File: src/design/bgr8q_pkg.sv
`default_nettype none

package bgr8q_pkg;

    localparam int MAX_BITS   = 15;
    localparam int SAMPLE_W   = 16;
    localparam int VAL_W      = 16;
    localparam int OUT_W      = 8;
    localparam int CH_N       = 3;
    localparam int DIVIDEND_W = 24;
    // two quotient bits retire per cycle
    localparam int DIV_STEPS  = DIVIDEND_W / 2;
    localparam int STEP_W     = $clog2(DIV_STEPS);
    // power of two so the pointers wrap on their own
    localparam int FIFO_DEPTH = 2;
    localparam int FIFO_AW    = $clog2(FIFO_DEPTH);
    localparam int FIFO_CW    = $clog2(FIFO_DEPTH + 1);
    localparam int IN_DATA_W  = (CH_N + 1) * SAMPLE_W;
    localparam int OUT_DATA_W = CH_N * OUT_W;
    localparam int CFG_IDX_W  = 1;

    localparam logic [MAX_BITS-1:0]  RESET_MAX  = 15'd1023;
    localparam logic [MAX_BITS-1:0]  PASS_LEVEL = 15'd255;
    localparam logic [OUT_W-1:0]     OUT_FULL   = 8'hFF;

    localparam logic [CFG_IDX_W-1:0] CFG_MAX_VALUE = 1'b0;
    localparam logic [CFG_IDX_W-1:0] CFG_ADD_H     = 1'b1;

    typedef struct packed {
        logic [MAX_BITS-1:0] max_value;
        logic                add_h;
    } t_cfg;

    // channel 0 is blue, 1 green, 2 red
    typedef struct packed {
        logic                       first;
        logic [CH_N-1:0][VAL_W-1:0] val;
    } t_item;

    function automatic logic [OUT_W-1:0] sat8(input logic [DIVIDEND_W-1:0] q);
        logic [OUT_W-1:0] r;
        if (q > DIVIDEND_W'(OUT_FULL)) begin
            r = OUT_FULL;
        end else begin
            r = q[OUT_W-1:0];
        end
        return r;
    endfunction

endpackage

`default_nettype wire

File: src/design/bgr8q_front.sv
`default_nettype none

module bgr8q_front import bgr8q_pkg::*; (
    input  wire t_cfg                            i_cfg,
    input  wire logic                            i_valid,
    input  wire logic                            i_first,
    input  wire logic [CH_N-1:0][SAMPLE_W-1:0]   i_samples,
    input  wire logic [SAMPLE_W-1:0]             i_h,
    input  wire logic                            i_full,
    output logic                                 o_ready,
    output logic                                 o_push,
    output t_item                                o_item
);

    logic signed [SAMPLE_W:0] h_ext;

    assign h_ext   = i_cfg.add_h ? $signed({i_h[SAMPLE_W-1], i_h}) : '0;
    assign o_ready = !i_full;
    assign o_push  = i_valid && !i_full;

    always_comb begin
        logic signed [SAMPLE_W:0] s;
        o_item.first = i_first;
        for (int c = 0; c < CH_N; c++) begin
            s = $signed({i_samples[c][SAMPLE_W-1], i_samples[c]}) + h_ext;
            // negative sums clamp to zero
            o_item.val[c] = s[SAMPLE_W] ? '0 : VAL_W'(s[SAMPLE_W-1:0]);
        end
    end

endmodule

`default_nettype wire

File: src/design/bgr8q_fifo.sv
`default_nettype none

module bgr8q_fifo import bgr8q_pkg::*; (
    input  wire logic  i_clk,
    input  wire logic  i_rst_n,
    input  wire logic  i_push,
    input  wire t_item i_data,
    input  wire logic  i_pop,
    output t_item      o_data,
    output logic       o_full,
    output logic       o_empty
);

    t_item                 r_mem [FIFO_DEPTH];
    logic [FIFO_AW-1:0]    r_wr;
    logic [FIFO_AW-1:0]    r_rd;
    logic [FIFO_CW-1:0]    r_cnt;

    assign o_full  = (r_cnt == FIFO_CW'(FIFO_DEPTH));
    assign o_empty = (r_cnt == '0);
    assign o_data  = r_mem[r_rd];

    always_ff @(posedge i_clk) begin
        if (i_push) begin
            r_mem[r_wr] <= i_data;
        end
    end

    always_ff @(posedge i_clk) begin
        if (!i_rst_n) begin
            r_wr  <= '0;
            r_rd  <= '0;
            r_cnt <= '0;
        end else begin
            if (i_push) begin
                r_wr <= r_wr + 1'b1;
            end
            if (i_pop) begin
                r_rd <= r_rd + 1'b1;
            end
            case ({i_push, i_pop})
                2'b10:   r_cnt <= r_cnt + 1'b1;
                2'b01:   r_cnt <= r_cnt - 1'b1;
                default: r_cnt <= r_cnt;
            endcase
        end
    end

endmodule

`default_nettype wire

File: src/design/bgr8q_div.sv
`default_nettype none

// Restoring divider, two quotient bits per step. Quotient bits shift in
// behind the dividend bits as they are consumed.
module bgr8q_div import bgr8q_pkg::*; (
    input  wire logic                  i_clk,
    input  wire logic                  i_load,
    input  wire logic                  i_step,
    input  wire logic [DIVIDEND_W-1:0] i_dividend,
    input  wire logic [MAX_BITS-1:0]   i_divisor,
    output logic      [DIVIDEND_W-1:0] o_quot,
    output logic      [MAX_BITS-1:0]   o_rem
);

    logic [DIVIDEND_W-1:0] r_work;
    logic [MAX_BITS-1:0]   r_rem;
    logic [DIVIDEND_W-1:0] n_work;
    logic [MAX_BITS-1:0]   n_rem;

    assign o_quot = r_work;
    assign o_rem  = r_rem;

    always_comb begin
        logic [MAX_BITS:0]   t;
        logic [MAX_BITS-1:0] r;
        logic [1:0]          qb;
        r = r_rem;
        for (int k = 0; k < 2; k++) begin
            t = {r, r_work[DIVIDEND_W-1-k]};
            qb[1-k] = (t >= {1'b0, i_divisor});
            if (qb[1-k]) begin
                t = t - {1'b0, i_divisor};
            end
            r = t[MAX_BITS-1:0];
        end
        n_rem  = r;
        n_work = {r_work[DIVIDEND_W-3:0], qb};
    end

    always_ff @(posedge i_clk) begin
        if (i_load) begin
            r_work <= i_dividend;
            r_rem  <= '0;
        end else if (i_step) begin
            r_work <= n_work;
            r_rem  <= n_rem;
        end
    end

endmodule

`default_nettype wire

File: src/design/bgr8q_back.sv
`default_nettype none

module bgr8q_back import bgr8q_pkg::*; (
    input  wire logic                   i_clk,
    input  wire logic                   i_rst_n,
    input  wire t_cfg                   i_cfg,
    input  wire logic                   i_empty,
    input  wire t_item                  i_item,
    output logic                        o_pop,
    output logic                        o_tvalid,
    input  wire logic                   i_tready,
    output logic [OUT_DATA_W-1:0]       o_tdata
);

    typedef enum logic [1:0] {
        S_IDLE,
        S_DIV,
        S_DONE
    } t_state;

    t_state                          r_state;
    logic [STEP_W-1:0]               r_step;
    logic [CH_N-1:0][MAX_BITS-1:0]   r_carry;
    logic [CH_N-1:0][VAL_W-1:0]      r_val;
    logic                            r_out_valid;
    logic [CH_N-1:0][OUT_W-1:0]      r_out_data;

    logic [MAX_BITS-1:0]             half_max;
    logic                            div_used;
    logic                            take;
    logic [CH_N-1:0][MAX_BITS-1:0]   carry_eff;
    logic [CH_N-1:0][DIVIDEND_W-1:0] dividend;
    logic [CH_N-1:0][DIVIDEND_W-1:0] quot;
    logic [CH_N-1:0][MAX_BITS-1:0]   rem;
    logic [CH_N-1:0][OUT_W-1:0]      res;

    assign half_max = i_cfg.max_value >> 1;
    assign div_used = (i_cfg.max_value != PASS_LEVEL) && (i_cfg.max_value != '0);
    assign o_pop    = (r_state == S_IDLE) && !i_empty;
    assign take     = (r_state == S_DONE) && (!r_out_valid || i_tready);
    assign o_tvalid = r_out_valid;
    assign o_tdata  = r_out_data;

    always_comb begin
        for (int c = 0; c < CH_N; c++) begin
            carry_eff[c] = i_item.first ? half_max : r_carry[c];
            // v*255 + carry
            dividend[c]  = {i_item.val[c], 8'd0} - {8'd0, i_item.val[c]}
                         + {{(DIVIDEND_W-MAX_BITS){1'b0}}, carry_eff[c]};
            if (i_cfg.max_value == PASS_LEVEL) begin
                res[c] = sat8({{(DIVIDEND_W-VAL_W){1'b0}}, r_val[c]});
            end else if (i_cfg.max_value == '0) begin
                res[c] = OUT_FULL;
            end else begin
                res[c] = sat8(quot[c]);
            end
        end
    end

    for (genvar c = 0; c < CH_N; c++) begin : g_lane
        bgr8q_div u_div (
            .i_clk      (i_clk),
            .i_load     (o_pop),
            .i_step     (r_state == S_DIV),
            .i_dividend (dividend[c]),
            .i_divisor  (i_cfg.max_value),
            .o_quot     (quot[c]),
            .o_rem      (rem[c])
        );
    end

    always_ff @(posedge i_clk) begin
        if (!i_rst_n) begin
            r_state     <= S_IDLE;
            r_step      <= '0;
            r_out_valid <= 1'b0;
            for (int c = 0; c < CH_N; c++) begin
                r_carry[c] <= RESET_MAX >> 1;
            end
        end else begin
            if (take) begin
                r_out_valid <= 1'b1;
            end else if (r_out_valid && i_tready) begin
                r_out_valid <= 1'b0;
            end
            case (r_state)
                S_IDLE: begin
                    if (o_pop) begin
                        r_val   <= i_item.val;
                        r_carry <= carry_eff;
                        r_step  <= '0;
                        r_state <= S_DIV;
                    end
                end
                S_DIV: begin
                    r_step <= r_step + 1'b1;
                    if (r_step == STEP_W'(DIV_STEPS - 1)) begin
                        r_state <= S_DONE;
                    end
                end
                S_DONE: begin
                    if (take) begin
                        r_out_data  <= res;
                        if (div_used) begin
                            r_carry <= rem;
                        end
                        r_state <= S_IDLE;
                    end
                end
                default: r_state <= S_IDLE;
            endcase
        end
    end

endmodule

`default_nettype wire

File: src/design/bgrh_to_bgr8_error_carry_requantize_core.sv
`default_nettype none

// Requantizes one pixel of signed B, G, R samples (with an optional shared H
// offset) to 8-bit BGR, carrying each channel's division remainder on to the
// next pixel. A front stage adds H and clamps at zero, a two-item queue
// decouples it from the back end, and the back end runs three 24/15-bit
// dividers in parallel at two quotient bits a cycle. The back end handles one
// pixel at a time, in order: load, 12 divide steps, hand-off to the output
// register. The output register lets the next pixel start while a result
// waits. Set tuser to 1 on the first pixel of an image to reset the carries
// to max_value/2. Write the registers only while the block is empty.
module bgrh_to_bgr8_error_carry_requantize_core import bgr8q_pkg::*; (
    input  wire logic                   i_clk,
    input  wire logic                   i_rst_n,
    input  wire logic                   i_cfg_we,
    input  wire logic [CFG_IDX_W-1:0]   i_cfg_addr,
    input  wire logic [MAX_BITS-1:0]    i_cfg_wdata,
    input  wire logic                   s_axis_tvalid,
    output logic                        s_axis_tready,
    input  wire logic [IN_DATA_W-1:0]   s_axis_tdata,   // in_b, in_g, in_r, in_h
    input  wire logic [0:0]             s_axis_tuser,   // first_of_image
    output logic                        m_axis_tvalid,
    input  wire logic                   m_axis_tready,
    output logic [OUT_DATA_W-1:0]       m_axis_tdata    // out_b, out_g, out_r
);

    t_cfg  r_cfg;
    t_item push_item;
    t_item head_item;
    logic  push;
    logic  pop;
    logic  full;
    logic  empty;

    always_ff @(posedge i_clk) begin
        if (!i_rst_n) begin
            r_cfg.max_value <= RESET_MAX;
            r_cfg.add_h     <= 1'b0;
        end else if (i_cfg_we) begin
            case (i_cfg_addr)
                CFG_MAX_VALUE: r_cfg.max_value <= i_cfg_wdata;
                CFG_ADD_H:     r_cfg.add_h     <= i_cfg_wdata[0];
                default:       r_cfg           <= r_cfg;
            endcase
        end
    end

    bgr8q_front u_front (
        .i_cfg     (r_cfg),
        .i_valid   (s_axis_tvalid),
        .i_first   (s_axis_tuser[0]),
        .i_samples (s_axis_tdata[CH_N*SAMPLE_W-1:0]),
        .i_h       (s_axis_tdata[IN_DATA_W-1:CH_N*SAMPLE_W]),
        .i_full    (full),
        .o_ready   (s_axis_tready),
        .o_push    (push),
        .o_item    (push_item)
    );

    bgr8q_fifo u_fifo (
        .i_clk   (i_clk),
        .i_rst_n (i_rst_n),
        .i_push  (push),
        .i_data  (push_item),
        .i_pop   (pop),
        .o_data  (head_item),
        .o_full  (full),
        .o_empty (empty)
    );

    bgr8q_back u_back (
        .i_clk    (i_clk),
        .i_rst_n  (i_rst_n),
        .i_cfg    (r_cfg),
        .i_empty  (empty),
        .i_item   (head_item),
        .o_pop    (pop),
        .o_tvalid (m_axis_tvalid),
        .i_tready (m_axis_tready),
        .o_tdata  (m_axis_tdata)
    );

endmodule

`default_nettype wire
File: config.mk
export PLATFORM = sky130hd
export DESIGN_NAME = bgrh_to_bgr8_error_carry_requantize_core
export DESIGN_NICKNAME = d
export VERILOG_FILES = /design/src/design/bgr8q_pkg.sv /design/src/design/bgr8q_front.sv /design/src/design/bgr8q_fifo.sv /design/src/design/bgr8q_div.sv /design/src/design/bgr8q_back.sv /design/src/design/bgrh_to_bgr8_error_carry_requantize_core.sv
export SDC_FILE = /design/constraint.sdc
export NUM_CORES = 1
export LEC_CHECK = 0
export CAP_MARGIN = 10
export CORE_UTILIZATION = 62
export CTS_BUF_LIST = sky130_fd_sc_hd__clkbuf_4 sky130_fd_sc_hd__clkbuf_8
export DETAILED_ROUTE_END_ITERATION = 8
export DONT_BUFFER_PORTS = 1
export PLACE_DENSITY = 0.77
export SYNTH_ARGS = -nofsm -noshare
export SYNTH_HDL_FRONTEND = slang
export SYNTH_SLANG_ARGS = --single-unit
File: constraint.sdc
create_clock -name i_clk -period 9.9 [get_ports i_clk]
set_input_delay 0.495 -clock i_clk [delete_from_list [all_inputs] [get_ports i_clk]]
set_output_delay 0.495 -clock i_clk [all_outputs]
set_load 0.005 [all_outputs]
==> run_results.csv <==
group,metric,value,unit
run_status,outcome,"complete, no violations",
clocking,cts.path.max_buffers,3,
place,gp_routability_congestion,0.9531,
final_layout,area_overhead_of_the_layout_relative_to_synthesis,7.765,%
place,numPortBuffers,0,
sta,hold_viol,0,
worst_setup_path,worst_setup_path_startpoint,"r_cfg[2]",
final_layout,final_cell_area,26970,µm²
place,post_dp_hpwl,52.47,mm
final_layout,final_nets,3026,
die,core-area,39730,µm²
sta,totalNegativeSetupSlack,0,ns
worst_setup_path,worstPathCellList,"inv_1 > fa_1 > a211oi_1 > o21ai_0 > nand2_1 > a21oi_1 > a2bb2oi_2 > mux2_2 > ha_1 > nor2b_1 > o21bai_1 > a21oi_1 > o2111ai_1 > and3_1 > o221ai_1 > a21oi_2 > mux2i_1 > a22o_1",
synthesis,top_cell_types_by_occurrence_after_synthesis,"294 x nand2_1, 242 x edfxtp_1, 233 x ha_1",
route,detail_route.iter0.violations,1958,
worst_setup_path,crit_fanout,21,
worst_setup_path,cpLargestDelayFamily,"compound AO/OA/AOI/OAI gates",
global_route,first_pass_grt_wire_length,108.0,mm
route,detail_route.wirelength,70.13,mm
worst_setup_path,worstPathBufferInverterCount,1,
route,remaining_drc_errors,0,
die,die-width,202.9,µm
final_layout,n_fill_cell,3095,
worst_setup_path,critical_path.most_common_cell,"a21oi_1",
worst_setup_path,r2r_cells,18,
worst_setup_path,timing.critical_path.depth,18,
worst_setup_path,startpoint_class,"register",
synthesis,netlist-cell-type-count,76,
route,via_count,20720,
worst_setup_path,max_stage_delay,0.90,ns
route,ant_nets,0,
synthesis,synth_enable_flop_cells,242,
worst_setup_path,critical-path-slowest-cell,"a21oi_2",
worst_setup_path,timing.reg2reg.setup_slack,3.84,ns
sta,fin_skew,0.03113,ns
synthesis,netlist_top_cells_area,"edfxtp_1 29%, ha_1 12%, dfxtp_1 9.4%",
synthesis,synth-compound-area-share,0.1868,
synthesis,synthSimpleGateAreaFrac,0.1516,
clocking,htree_levels,2,
die,floorplan.io_pins,112,
die,initial_core_util,0.6298,
pwr,peak_supply_drop,0.0002054,V
pwr,p_leak,11.33,nW
worst_setup_path,critPathCaptureType,"register",
synthesis,yosys_warnings,0,
worst_setup_path,critPathKind,"register to register",
die,design.die.area,41170,µm²
synthesis,synth_sequential_area_ratio,0.3848,
clocking,cts.root.buffer_cell,"clkbuf_8",
global_route,maximum_number_of_pins_on_one_net_before_global_route_repair,119,
synthesis,synthCells,2667,
worst_hold_path,hp-class,"input port to register",
sta,maxSlewHeadroom,0.2137,
global_route,antenna_found_initial,2,
synthesis,synth_area_in_xor_xnor,0.05425,
sta,grt_setup_unrepaired,"false",
pwr,power_density_cells,358.7,nW/µm²
worst_setup_path,cp_data_required_time,10.45,ns
global_route,grt_overflow_total,0,
synthesis,synth_top_family_by_area,"compound AO/OA/AOI/OAI gates",
synthesis,yosys_register_bits,360,
die,num_rows,73,
place,post_dp_cell_area,25540,µm²
global_route,grtUsageTotal,0.3394,
clocking,cts_tree,"built",
sta,maximum_frequency_from_static_timing_analysis,165.0,MHz
global_route,grt_pass1_vias,19670,
sta,final_min_period_over_clock_period,0.6122,
final_layout,post_route_cells_drive_above_1_share,0.06578,
route,drt_pass1_iterations,6,
clocking,cts_resized,0,
run,max-cap-violations,0,
worst_setup_path,timing.rr.end,"u_back.g_lane[2].u_div.o_rem[0]",
sta,setup-violations-final,0,
synthesis,synthesis.nets,3019,
synthesis,postSynthAreaPerCell,9.383,µm²
synthesis,yosys.area_share.adder,0.1429,
die,die-height,202.9,µm
synthesis,yosysTopAreaCell,"edfxtp_1",
route,route.detailed.wl_per_inst,21.60,µm
sta,final.min_clock_period,6.061,ns
synthesis,synth_async_sr_flop_share,0,
synthesis,synth_mux_area_frac,0.04070,
synthesis,ys_dominant_reg_cell,"edfxtp_1",
synthesis,syn_area,25020,µm²
sta,tightestPinTransition,1.180,ns
sta,slew_violations,0,
clocking,clk-insertion-delay-late,0.68,ns
synthesis,synth.most_common_cell,"nand2_1",
worst_setup_path,worst_setup_path_endpoint,"u_back.g_lane[2].u_div.o_rem[0]",
route,drt-vias-per-instance,6.382,
worst_setup_path,critical_path_arrival,6.62,ns
clocking,clock_sink_count,360,
worst_setup_path,r2r-start,"r_cfg[2]",
synthesis,synth_top_area_frac,0.2904,
clocking,clk_transition_reported_paths,0.06,ns
clocking,tritoncts.num_buffers,61,
==> kinds of logic (layout without fill, tap and decap cells) <==
family / after synthesis / after routing
buffers and inverters: 254 / 308
adder cells (fa/ha/maj): 266 / 266
AND/OR/NAND/NOR: 814 / 814
flip-flops: 360 / 360
multiplexers: 99 / 99
XOR/XNOR: 155 / 155
AO/OA/AOI/OAI: 719 / 719
other: 0 / 1
==> how the worst min path moves through the flow <==
stage                                            end  cells after the start                              from
global route                                r_cfg[5]                      2                    i_cfg_wdata[4]
floorplan           u_back.g_lane[0].u_div.o_rem[14]                      2  u_back.g_lane[0].u_div.o_rem[14]
global placement                  u_back.r_carry[33]                      2                u_back.r_carry[33]
detailed placement                u_back.r_carry[18]                      2                u_back.r_carry[18]
CTS                                         r_cfg[3]                      2                    i_cfg_wdata[2]
finish                                      r_cfg[6]                      2                    i_cfg_wdata[5]
==> flip-flops by register name, indices dropped and copies added (netlist names), named ones only <==
name                        flops
u_back.g_lane.u_div.o_rem      45
u_back.r_val                   48
u_back.r_state                  2
r_cfg                          16
u_back.r_step                   4
u_fifo.r_wr                     1
u_fifo.r_mem                   98
u_fifo.r_cnt                    2
u_fifo.r_rd                     1
u_back.r_carry                 45
u_back.o_tvalid                 1
u_back.g_lane.u_div.o_quot     72
u_back.o_tdata                 24
==> per-layer routing <==
metal,vias up,share of wire,routed length [µm],GRT usage
li1,9766,-,-,-
met1,9882,0.43,29820,0.4668
met2,935,0.45,31800,0.5358
met3,138,0.087,6071,0.05570
met4,0,0.035,2434,0.1321
met5,-,0,0,0
==> layout by cell type (no fill, tap or decap), types with 58 or more instances in the layout <==
cell type,count
nand3_1,68
a21o_1,60
dfxtp_1,117
xor2_1,58
mux2i_1,76
nor2_1,173
inv_1,162
clkbuf_8,61
edfxtp_1,242
ha_1,233
o21ai_0,188
nor3_1,58
nand2_1,294
a21oi_1,162
xnor2_1,97
==> timing repair <==
action,4_1_cts,5_1_grt
buffers inserted,0,0
endpoints found under the hold margin,75,0
hold buffers,13,0
==> where the power goes <==
part / switching, W / internal (W)
Clock: 0.000636 / 0.000784
Combinational: 0.00348 / 0.00227
Sequential: 0.000286 / 0.00222
==> stage by stage <==
stage	std cells	power, W	utilization	hold WS [ns]	setup WS [ns]
floorplan	2667	0.006806	-	0.4479	4.877
global placement	3122	0.007954	0.6427	0.4618	4.087
detailed placement	3122	0.008134	0.6427	0.4700	3.989
CTS	3245	0.009579	0.6785	0.001709	3.928
global route	3246	0.01038	0.6787	0.03053	3.482
finish	3247	0.009672	0.6787	0.04206	3.839
==> layout make-up <==
type	instances	area, µm²	share of cell area
multi-input cells	2053	14480	0.5371
flip-flops and latches	360	9630	0.3571
clock buffers	74	937.1	0.03475
well taps	525	656.9	0.02436
inverters	164	615.6	0.02283
clock inverters	36	335.3	0.01243
repair buffers	34	305.3	0.01132
diodes	1	2.502	0.00009279
(Power assumes the default switching activity.)
